===== config.mk =====
export PLATFORM = sky130hd
export DESIGN_NAME = sparse_coo_block_partitioner_flat
export DESIGN_NICKNAME = d
export VERILOG_FILES = /design/src/hdl/scp_pkg.sv /design/src/hdl/scp_if.sv /design/src/hdl/scp_track.sv /design/src/hdl/sparse_coo_block_partitioner.sv /design/src/flat_wrapper.sv
export SDC_FILE = /design/constraint.sdc
export NUM_CORES = 1
export LEC_CHECK = 0
export BUFFER_PORTS_ARGS = -buffer_cell sky130_fd_sc_hd__buf_2
export CAP_MARGIN = 20
export CORE_UTILIZATION = 53
export CTS_CLUSTER_SIZE = 40
export DETAILED_ROUTE_END_ITERATION = 7
export PLACE_DENSITY = 0.76
export SLEW_MARGIN = 20
export SYNTH_ARGS = -nofsm -noshare
export SYNTH_HDL_FRONTEND = slang
export SYNTH_SLANG_ARGS = --single-unit

===== constraint.sdc =====
create_clock -name clk -period 5.39 [get_ports clk]
set_input_delay 0.8085 -clock clk [delete_from_list [all_inputs] [get_ports clk]]
set_output_delay 0.8085 -clock clk [all_outputs]
set_load 0.01 [all_outputs]

===== src/hdl/scp_pkg.sv =====
`timescale 1ns / 1ps

package scp_pkg;

  localparam int IDX_BITS   = 32;
  localparam int VAL_BITS   = 32;
  localparam int CNT_BITS   = 32;
  localparam int OFS_BITS   = 7;
  localparam int BB_BITS    = 3;
  localparam logic [BB_BITS-1:0] BB_RESET = 3'd7;

  localparam logic KIND_ELEM = 1'b0;
  localparam logic KIND_END  = 1'b1;

  typedef struct packed {
    logic [IDX_BITS-1:0] row_index;
    logic [IDX_BITS-1:0] col_index;
    logic [VAL_BITS-1:0] value_bits;
    logic                final_entry;
  } item_t;

  typedef struct packed {
    logic                record_kind;
    logic [OFS_BITS-1:0] elem_row;
    logic [OFS_BITS-1:0] elem_col;
    logic [VAL_BITS-1:0] value_out;
    logic                starts_block;
    logic [IDX_BITS-1:0] block_row;
    logic [IDX_BITS-1:0] block_col;
    logic [CNT_BITS-1:0] position;
    logic [CNT_BITS-1:0] max_block_count;
    logic                last;
  } record_t;

  function automatic logic [CNT_BITS-1:0] sat_inc(input logic [CNT_BITS-1:0] v);
    return (&v) ? v : v + {{(CNT_BITS-1){1'b0}}, 1'b1};
  endfunction

endpackage


===== src/hdl/scp_if.sv =====
`timescale 1ns / 1ps

interface scp_item_if;
  logic                          valid;
  logic                          ready;
  logic [scp_pkg::IDX_BITS-1:0]  row_index;
  logic [scp_pkg::IDX_BITS-1:0]  col_index;
  logic [scp_pkg::VAL_BITS-1:0]  value_bits;
  logic                          final_entry;

  modport source (output valid, row_index, col_index, value_bits, final_entry,
                  input ready);
  modport sink (input valid, row_index, col_index, value_bits, final_entry,
                output ready);
endinterface

interface scp_result_if;
  logic                          valid;
  logic                          ready;
  logic                          record_kind;
  logic [scp_pkg::OFS_BITS-1:0]  elem_row;
  logic [scp_pkg::OFS_BITS-1:0]  elem_col;
  logic [scp_pkg::VAL_BITS-1:0]  value_out;
  logic                          starts_block;
  logic [scp_pkg::IDX_BITS-1:0]  block_row;
  logic [scp_pkg::IDX_BITS-1:0]  block_col;
  logic [scp_pkg::CNT_BITS-1:0]  position;
  logic [scp_pkg::CNT_BITS-1:0]  max_block_count;
  logic                          last;

  modport source (output valid, record_kind, elem_row, elem_col, value_out,
                  starts_block, block_row, block_col, position,
                  max_block_count, last,
                  input ready);
  modport sink (input valid, record_kind, elem_row, elem_col, value_out,
                starts_block, block_row, block_col, position,
                max_block_count, last,
                output ready);
endinterface

interface scp_cfg_if;
  logic                          valid;
  logic                          ready;
  logic [scp_pkg::BB_BITS-1:0]   block_bits;

  modport source (output valid, block_bits, input ready);
  modport sink (input valid, block_bits, output ready);
endinterface


===== src/hdl/scp_track.sv =====
`timescale 1ns / 1ps

// Run state: block detection, per-block and total counts. Records are
// formed from the current state; state moves on when take is high.
module scp_track (
  input  logic                         clk,
  input  logic                         rst,
  input  logic [scp_pkg::BB_BITS-1:0]  block_bits,
  input  scp_pkg::item_t               item,
  input  logic                         take,
  output scp_pkg::record_t             elem,
  output scp_pkg::record_t             summary
);

  logic [scp_pkg::IDX_BITS-1:0] prior_row;
  logic [scp_pkg::IDX_BITS-1:0] prior_col;
  logic                         first_pending;
  logic [scp_pkg::CNT_BITS-1:0] nonzero_count;
  logic [scp_pkg::CNT_BITS-1:0] block_count;
  logic [scp_pkg::CNT_BITS-1:0] block_max;

  logic [scp_pkg::IDX_BITS-1:0] brow;
  logic [scp_pkg::IDX_BITS-1:0] bcol;
  logic [scp_pkg::OFS_BITS:0]   emask;
  logic                         opens;
  logic [scp_pkg::CNT_BITS-1:0] block_count_next;
  logic [scp_pkg::CNT_BITS-1:0] block_max_next;
  logic [scp_pkg::CNT_BITS-1:0] nonzero_count_next;

  always_comb begin
    brow  = item.row_index >> block_bits;
    bcol  = item.col_index >> block_bits;
    emask = ({{scp_pkg::OFS_BITS{1'b0}}, 1'b1} << block_bits)
            - {{scp_pkg::OFS_BITS{1'b0}}, 1'b1};
    opens = first_pending || (brow != prior_row) || (bcol != prior_col);
    block_count_next = opens ? {{(scp_pkg::CNT_BITS-1){1'b0}}, 1'b1}
                             : scp_pkg::sat_inc(block_count);
    block_max_next = (block_count_next > block_max) ? block_count_next : block_max;
    nonzero_count_next = scp_pkg::sat_inc(nonzero_count);

    elem = '0;
    elem.record_kind  = scp_pkg::KIND_ELEM;
    elem.elem_row     = item.row_index[scp_pkg::OFS_BITS-1:0]
                        & emask[scp_pkg::OFS_BITS-1:0];
    elem.elem_col     = item.col_index[scp_pkg::OFS_BITS-1:0]
                        & emask[scp_pkg::OFS_BITS-1:0];
    elem.value_out    = item.value_bits;
    elem.starts_block = opens;
    elem.block_row    = brow;
    elem.block_col    = bcol;
    elem.position     = nonzero_count;

    summary = '0;
    summary.record_kind     = scp_pkg::KIND_END;
    summary.position        = nonzero_count_next;
    summary.max_block_count = block_max_next;
    summary.last            = 1'b1;
  end

  always_ff @(posedge clk) begin
    if (rst || (take && item.final_entry)) begin
      prior_row     <= '0;
      prior_col     <= '0;
      first_pending <= 1'b1;
      nonzero_count <= '0;
      block_count   <= '0;
      block_max     <= '0;
    end else if (take) begin
      if (opens) begin
        prior_row <= brow;
        prior_col <= bcol;
      end
      first_pending <= 1'b0;
      nonzero_count <= nonzero_count_next;
      block_count   <= block_count_next;
      block_max     <= block_max_next;
    end
  end

endmodule


===== src/hdl/sparse_coo_block_partitioner.sv =====
`timescale 1ns / 1ps

// Sparse COO block partitioner.
// item:   nonzeros (row, column, value word, final flag), valid/ready.
// result: element records, plus one end record after the final nonzero
//         carrying the total count and the largest per-block count.
// cfg:    writes block_bits (log2 of the block edge); always ready. Write
//         only while no request is in flight.
// Path: an accepted request is held in the input register, then its element
//   record is loaded into the result register and shows on result.
// Throughput: one request per cycle while result is not stalled. A final
//   nonzero yields an element record then an end record, so the request
//   after it waits at the input register while the end record goes out.
// Reset (rst, synchronous): clears the pipeline and run state, block_bits
//   returns to 7. When a final nonzero is taken, the run state clears the same way.
// Receiver stall: the result register holds; the input register takes one
//   more request, then item.ready drops until result drains.
module sparse_coo_block_partitioner (
  input  logic                clk,
  input  logic                rst,
  scp_item_if.sink            item,
  scp_result_if.source        result,
  scp_cfg_if.sink             cfg
);

  logic [scp_pkg::BB_BITS-1:0] block_bits;

  scp_pkg::item_t   item_q;
  logic             item_valid;
  scp_pkg::record_t out_q;
  logic             out_valid;
  scp_pkg::record_t end_q;
  logic             end_valid;

  scp_pkg::record_t elem;
  scp_pkg::record_t summary;
  logic             out_load;
  logic             take;

  assign cfg.ready = 1'b1;

  always_ff @(posedge clk) begin
    if (rst) begin
      block_bits <= scp_pkg::BB_RESET;
    end else if (cfg.valid) begin
      block_bits <= cfg.block_bits;
    end
  end

  assign out_load   = !out_valid || result.ready;
  // a pending end record goes out before the next element
  assign take       = item_valid && out_load && !end_valid;
  assign item.ready = !item_valid || take;

  always_ff @(posedge clk) begin
    if (rst) begin
      item_valid <= 1'b0;
    end else if (item.ready) begin
      item_valid <= item.valid;
    end
  end

  always_ff @(posedge clk) begin
    if (item.ready && item.valid) begin
      item_q.row_index   <= item.row_index;
      item_q.col_index   <= item.col_index;
      item_q.value_bits  <= item.value_bits;
      item_q.final_entry <= item.final_entry;
    end
  end

  scp_track u_track (
    .clk        (clk),
    .rst        (rst),
    .block_bits (block_bits),
    .item       (item_q),
    .take       (take),
    .elem       (elem),
    .summary    (summary)
  );

  always_ff @(posedge clk) begin
    if (rst) begin
      out_valid <= 1'b0;
      end_valid <= 1'b0;
    end else if (out_load && end_valid) begin
      out_valid <= 1'b1;
      end_valid <= 1'b0;
    end else if (take) begin
      out_valid <= 1'b1;
      end_valid <= item_q.final_entry;
    end else if (out_load) begin
      out_valid <= 1'b0;
    end
  end

  always_ff @(posedge clk) begin
    if (out_load && end_valid) begin
      out_q <= end_q;
    end else if (take) begin
      out_q <= elem;
      if (item_q.final_entry) begin
        end_q <= summary;
      end
    end
  end

  assign result.valid           = out_valid;
  assign result.record_kind     = out_q.record_kind;
  assign result.elem_row        = out_q.elem_row;
  assign result.elem_col        = out_q.elem_col;
  assign result.value_out       = out_q.value_out;
  assign result.starts_block    = out_q.starts_block;
  assign result.block_row       = out_q.block_row;
  assign result.block_col       = out_q.block_col;
  assign result.position        = out_q.position;
  assign result.max_block_count = out_q.max_block_count;
  assign result.last            = out_q.last;

  a_end_behind_elem: assert property (@(posedge clk) disable iff (rst)
    end_valid |-> out_valid)
    else $error("end record pending without an element record ahead");

  a_final_splits: assert property (@(posedge clk) disable iff (rst)
    take && item_q.final_entry |=> end_valid && out_q.record_kind == scp_pkg::KIND_ELEM)
    else $error("final nonzero did not queue an end record");

  a_no_take_while_end: assert property (@(posedge clk) disable iff (rst)
    end_valid && !result.ready |=> end_valid && $stable(end_q))
    else $error("end record lost under stall");

  a_last_is_end: assert property (@(posedge clk) disable iff (rst)
    out_valid && out_q.last |-> out_q.record_kind == scp_pkg::KIND_END)
    else $error("last flag on an element record");

endmodule

===== src/flat_wrapper.sv =====
// flat-port wrapper written by rule: the top's interface ports become plain ports
module sparse_coo_block_partitioner_flat 
  (clk, rst, item_valid, item_row_index, item_col_index, item_value_bits, item_final_entry, item_ready, result_valid, result_record_kind, result_elem_row, result_elem_col, result_value_out, result_starts_block, result_block_row, result_block_col, result_position, result_max_block_count, result_last, result_ready, cfg_valid, cfg_block_bits, cfg_ready);
  scp_item_if item_i ();
  scp_result_if result_i ();
  scp_cfg_if cfg_i ();
  input  logic clk;
  input  logic rst;
  input wire logic [$bits(item_i.valid)-1:0] item_valid;
  input wire logic [$bits(item_i.row_index)-1:0] item_row_index;
  input wire logic [$bits(item_i.col_index)-1:0] item_col_index;
  input wire logic [$bits(item_i.value_bits)-1:0] item_value_bits;
  input wire logic [$bits(item_i.final_entry)-1:0] item_final_entry;
  output wire logic [$bits(item_i.ready)-1:0] item_ready;
  output wire logic [$bits(result_i.valid)-1:0] result_valid;
  output wire logic [$bits(result_i.record_kind)-1:0] result_record_kind;
  output wire logic [$bits(result_i.elem_row)-1:0] result_elem_row;
  output wire logic [$bits(result_i.elem_col)-1:0] result_elem_col;
  output wire logic [$bits(result_i.value_out)-1:0] result_value_out;
  output wire logic [$bits(result_i.starts_block)-1:0] result_starts_block;
  output wire logic [$bits(result_i.block_row)-1:0] result_block_row;
  output wire logic [$bits(result_i.block_col)-1:0] result_block_col;
  output wire logic [$bits(result_i.position)-1:0] result_position;
  output wire logic [$bits(result_i.max_block_count)-1:0] result_max_block_count;
  output wire logic [$bits(result_i.last)-1:0] result_last;
  input wire logic [$bits(result_i.ready)-1:0] result_ready;
  input wire logic [$bits(cfg_i.valid)-1:0] cfg_valid;
  input wire logic [$bits(cfg_i.block_bits)-1:0] cfg_block_bits;
  output wire logic [$bits(cfg_i.ready)-1:0] cfg_ready;
  assign item_i.valid = item_valid;
  assign item_i.row_index = item_row_index;
  assign item_i.col_index = item_col_index;
  assign item_i.value_bits = item_value_bits;
  assign item_i.final_entry = item_final_entry;
  assign item_ready = item_i.ready;
  assign result_valid = result_i.valid;
  assign result_record_kind = result_i.record_kind;
  assign result_elem_row = result_i.elem_row;
  assign result_elem_col = result_i.elem_col;
  assign result_value_out = result_i.value_out;
  assign result_starts_block = result_i.starts_block;
  assign result_block_row = result_i.block_row;
  assign result_block_col = result_i.block_col;
  assign result_position = result_i.position;
  assign result_max_block_count = result_i.max_block_count;
  assign result_last = result_i.last;
  assign result_i.ready = result_ready;
  assign cfg_i.valid = cfg_valid;
  assign cfg_i.block_bits = cfg_block_bits;
  assign cfg_ready = cfg_i.ready;
  sparse_coo_block_partitioner u_core (.clk(clk), .rst(rst), .item(item_i), .result(result_i), .cfg(cfg_i));
endmodule

Word-level counts from Yosys, hierarchy flattened. Cells that the tools add are included.

Flip-flop bits (word level): 505. Input bits: 105. Logic and storage cells: 67.

Add/subtract/negate cells: 3. $lt $le $gt $ge: 1. Equal/unequal tests: 2. Shifts and indexed selects: 3. Mux-type cells: 9. Bitwise operators: 3. Reductions and logical operators: 20.

Operator list (count): $mux 177 (1); $mux 32 (4); $mux 65 (1); $add 32x1->32 const B (2); $ne 32x32->1 (2); $reduce_and 32->1 (2); $shr 32x3->32 (2); $gt 32x32->1 (1); $and 7x7->7 (2); $shl 1x3->7 const A (1); $sub 7x1->7 const B (1); $logic_and 1x1->1 (5); $logic_or 1x1->1 (5); $logic_not 1->1 (3); $mux 1 (3); $reduce_and 3->1 (1); $reduce_bool 3->1 (1); $reduce_and 2->1 (1); $reduce_bool 2->1 (1); $reduce_or 2->1 (1); $not 1->1 (1).

Logic depth before layout (Yosys ltp).
Depth in word-level cells: 7. Depth in mapped cells: 26. Gate-level depth less buffers: 18.

By module. Synthesis repeated with hierarchy kept, for this count alone.

Cells, all modules: 2215. Area, all modules: 29943.7 µm².

Modules (own cells, without submodules): sparse_coo_block_partitioner (times used 1, cells an instance 678, area an instance 16535.9 µm², sequential area each 13663.1 µm²); scp_track (times used 1, cells an instance 1537, area an instance 13407.9 µm², sequential area each 3223.1 µm²).

Worst setup path before layout. Ideal clock, no wire load.

Path kind: input to register. Start: input result_ready. End: register u_core.out_q (netlist bit u_core.result.block_col[0]) (enable). Library setup time: 0.552 ns. Data arrival time: 5.326 ns. Path slack: -0.488 ns. Stages: 4. Buffers on the path: 2. Cells stage by stage: nand2b_1 > clkbuf_1 > clkbuf_1 > o21a_1.

Word-level cells in the longest chain between the ends: 4. Elaborated cells between the ends (all ways): 5. Classes of those cells: 5 x reduce/logical.

RTL lines: start, declared (RTL line flat_wrapper.sv:26) `input wire logic [$bits(result_i.ready)-1:0] result_ready;`; $logic_or 1x1->1 * (RTL line sparse_coo_block_partitioner.sv:50) `assign out_load = !out_valid || result.ready;`; $logic_and 1x1->1 (2 in series) (RTL line sparse_coo_block_partitioner.sv:52) `assign take = item_valid && out_load && !end_valid;`; $reduce_bool 2->1 (no source line) *; end signal, assigned (RTL line sparse_coo_block_partitioner.sv:99) `out_q <= end_q;`; end signal, assigned (RTL line sparse_coo_block_partitioner.sv:101) `out_q <= elem;`; end, declared (RTL line sparse_coo_block_partitioner.sv:30) `scp_pkg::record_t out_q;`.

Mark *: on every way between the ends. The rest lies on a longest branch, timed or not. A chain may end at the register's enable or synchronous reset.

==> summary.txt <==
Clock tree
  • Clock Tree Buf Depth: 3
  • Clk slew on worst S/H paths: 0.06 ns
  • TritonCTS clock tree: done
  • Sink Count: ~500
  • Hold buffer count at CTS: 0
  • Root Driver: clkbuf_16
  • Clk Latency, worst-skew pair: roughly 0.60 ns
  • H-tree Lvls: 2
  • CTS Buf Count: 50

Timing
  • Hold Fails Final Rpt: 0
  • FMAX: between 0.15 and 0.2 GHz
  • RSZ-0062 raised after global routing: false
  • Final Slew Violations: 0
  • Hold_ws: about 0.38 ns
  • Period utilization: 0.943
  • Worst Setup Slack, final: between 0.3 and 0.4 ns
  • Setup violations, final: 0
  • Post-Route Setup TNS: 0 ns
  • Tmin final: approximately 5.1 ns
  • Max-slew headroom: 0.393
  • Worst Max-Slew Pin Slew: approximately 0.9 ns
  • Clock Skews: about 0.027 ns

Die
  • Die Height: 215 um
  • Top Ports: between 200 and 300
  • Die Area: around 46,000 um^2
  • Cell row count: 77
  • Horiz. Die Dim: about 210 um
  • Core box area: between 40,000 and 50,000 um^2
  • Initial core utilization: 0.540

Worst setup path
  • Cell Chain, Critical Path: buf_12 > mux4_2 > mux2i_1 > xor2_1 > nand4_1 > nor4_4 > and4_1 > nand2_4 > nor2_1 > ha_1 > a41o_1 > a211oi_1 > o21ai_0 > a221oi_1 > o21ai_1 > o21ai_4 > clkbuf_16 > o31ai_1
  • Crit. End Element: register
  • Worst Path Arrival: 5.41 ns
  • Crit-path max cell delay: slightly below 0.6 ns
  • WS Path Type: register to register
  • Largest fanout on the critical path: 31
  • CP required: approximately 5.7 ns
  • Top delay family on crit path: compound AO/OA/AOI/OAI gates
  • Critical Path Start Type: register
  • Buf/Inv on CP: 2
  • Slowest-stage cell, CP: mux4_2

Placement
  • Post-place setup slack: about 0.064 ns
  • DP Area: approximately 26,000 um^2
  • GPL Wtd Cong: about 0.90
  • Detailed-placement wirelength estimate: 41,200 um
  • IO Port Bufs: 283

Pwr
  • Pint: between 6 and 7 mW
  • Flop pwr share: 0.491
  • VDD IR-drop max: 292 uV
  • Leak pwr: 10.9 nW
  • Comb pwr share: 0.130
  • P_sw: 2.38 mW
  • Sw Share: 0.256
  • Power density over cell area: between 300 and 400 nW/um^2
  • Clock Power Share: 0.379
  • Overall Power: between 9 and 10 mW

Detailed routing
  • DR vias: approximately 17,000
  • Wire per inst: 20.0 um
  • Starting DRT DRC Count: around 1,300
  • Vias per inst: approximately 5.9
  • DRC viols: 0
  • Antenna violation net count after detailed routing: 0
  • Routed WL: between 50,000 and 60,000 um
  • DRT Pass-1 Iters: 8

Flow run
  • Number of max-cap violations: 0

Outcome
  • Outcome: finished, final reports clean

Logic synthesis
  • Syn_area_per_cell: between 10 and 15 um^2
  • Leading area contributor after synthesis: edfxtp_1
  • Number of unique standard cell types used by synthesis: 76
  • Post-synth EDFFs: between 300 and 400
  • Syn Std Cell Area: 24,000 um^2
  • Main area contributors after synthesis: edfxtp_1 (42%), dfxtp_1 (14%), mux4_2 (5.2%)
  • Post-synthesis async set-or-reset flop share: 0
  • Synth Flop Type: edfxtp_1
  • Synth top area share: 0.421
  • Synth Register Bits: about 500
  • Synth Warn #: 0
  • Mapped Nets: roughly 2,200
  • Seq/Total Area, Yosys: 0.560
  • Syn Inst Count: between 2,000 and 2,500

Finish
  • Post-route cell area: 28,000 um^2
  • Layout cells sized above 1: 0.245
  • # nets final: between 2,000 and 2,500
  • P&R area growth vs syn: 16.4%
  • Ant. Diodes: 0

Global routing
  • GRT Total Usage: 0.251
  • Vias in the first global route: around 17,000
  • Grt total ovfl: 0
  • Largest net degree at the start of global routing: 87
  • Initial antenna violation count: 1
  • First-pass GRT wire length: a little over 90,000 um

Hold path
  • Min-Delay Path Class: primary input to register
cell type report:
| type | count | area (um^2) |
|---|---|---|
| timing repair buffer | 362 | 2150 |
| clock inverter | 37 | 375 |
| multi-input combinational | 1319 | 9700 |
| clock buffer | 55 | 1290 |
| tap | 592 | 741 |
| sequential | 504 | 13500 |
| fill | 3428 | 16500 |
| inverter | 67 | 253 |
through the flow:
| stage | utilization | cells |
|---|---|---|
| finish | 0.629 | 2936 |
| global route | 0.629 | 2936 |
| CTS | 0.626 | 2933 |
| detailed placement | 0.589 | 2841 |
| global placement | 0.589 | 2841 |
| floorplan | - | 2039 |
power by group through the flow:
stage / clock, mW / sequential, mW / combinational (mW)
2_1_floorplan: 0 / 4.70 / 0.676
3_3_place_gp: 0 / 4.64 / 1.18
3_5_place_dp: 0 / 4.65 / 1.19
4_1_cts: 3.60 / 4.57 / 1.20
5_1_grt: 3.74 / 4.59 / 1.30
6_report: 3.53 / 4.57 / 1.21
timing repair:
| action | 4_1_cts | 5_1_grt |
|---|---|---|
| gates resized for setup | 0 | 10 |
| hold endpoints to repair | 0 | 0 |
| setup endpoints to repair | 0 | 64 |
| setup buffers | 0 | 2 |
metal layers:
layer | GRT usage | wire length [um]
met4 | 0.123 | 2590
met2 | 0.395 | 27300
met5 | 0 | 0
met1 | 0.343 | 25000
met3 | 0.0367 | 3900
layout by cell type (no fill, tap or decap), types with 6 or more instances in the layout:
master and count:
clkinv_4 6, a21o_1 6, a211oi_2 23, o21ai_0 39, mux2i_1 64, or2_2 7
clkbuf_16 52, dfxtp_1 164, inv_6 7, buf_2 283, o211a_1 52, xnor2_1 68
o211ai_1 45, clkinvlp_4 6, a211oi_1 7, edfxtp_1 337, nand2_1 246, ha_1 34
nand4_1 39, buf_12 8, a21oi_1 19, or3_1 13, and2_1 46, inv_1 65
mux2_2 8, nor4_1 14, mux4_2 56, nor3_1 29, nor2b_1 6, buf_4 68
nor2_1 180, o21a_1 9, clkinv_2 9, o2bb2ai_1 32, nand3_1 30, and3_1 51
xor2_1 64, o31ai_1 31, and4_1 14
cells in the mapped netlist, types with 7 or more instances:
library cell,instances
or3_1,13
mux2_2,8
nand3_1,30
nand4_1,39
clkbuf_1,96
mux2i_1,66
xnor2_1,68
o211ai_1,45
a21oi_1,22
a211oi_1,7
a211oi_2,23
o2bb2ai_1,32
mux4_2,56
buf_2,32
nor4_1,16
nor2_1,182
edfxtp_1,337
and4_1,14
inv_1,65
ha_1,34
nand2_1,248
o21a_1,10
and2_1,48
o21ai_0,40
buf_1,7
dfxtp_1,167
o31ai_1,31
buf_6,7
and3_1,51
o211a_1,52
xor2_1,64
nor3_1,29
flip-flops by register name, indices dropped and copies added, names as in the netlist, 3 cells and up:
signal and count:
u_core.block_bits 3, u_core.end_q 64, u_core.item_q 97, u_core.result.block_col 32, u_core.result.block_row 32, u_core.result.elem_col 7
u_core.result.elem_row 7, u_core.result.max_block_count 32, u_core.result.position 32, u_core.result.value_out 32, u_core.u_track.block_count 32, u_core.u_track.block_max 32
u_core.u_track.nonzero_count 32, u_core.u_track.prior_col 32, u_core.u_track.prior_row 32
logic make-up (layout without fill, tap and decap cells):
| family | count (synthesis) | after routing | synth area share |
|---|---|---|---|
| xor+xnor | 132 | 132 | 0.0481 |
| compound gates | 313 | 313 | 0.106 |
| fa+ha+maj | 34 | 34 | 0.0177 |
| simple gates | 703 | 703 | 0.138 |
| other cells | 1 | 1 | 0.000156 |
| buf+inv | 216 | 521 | 0.0399 |
| mux | 136 | 136 | 0.0897 |
| flops | 504 | 504 | 0.560 |
final timing paths:
path	start	end	slack [ns]	cells past startpoint
setup / recovery	u_core.block_bits[0]$_SDFFE_PP1P_	u_core.end_q[7]$_DFFE_PP_	0.31	18
hold / removal	item_row_index[14]	u_core.item_q[79]$_DFFE_PP_	0.38	1
setup reg to reg	u_core.block_bits[0]$_SDFFE_PP1P_	u_core.end_q[7]$_DFFE_PP_	0.31	18
hold reg to reg	u_core.u_track.first_pending$_SDFFE_PP1P_	u_core.u_track.first_pending$_SDFFE_PP1P_	0.46	2
worst register-to-register path, delay by kind of cell (launching register included):
family	cells	cell delay [ns]
muxes	2	1.00
and+or+nand+nor	5	1.04
DFF	1	0.39
adders and majority gates	1	0.26
xor gates and xnor gates	1	0.19
AOI/OAI and AO/OA	7	1.46
buffers and inverters	2	0.46
Power figures use the tool's default switching activity.
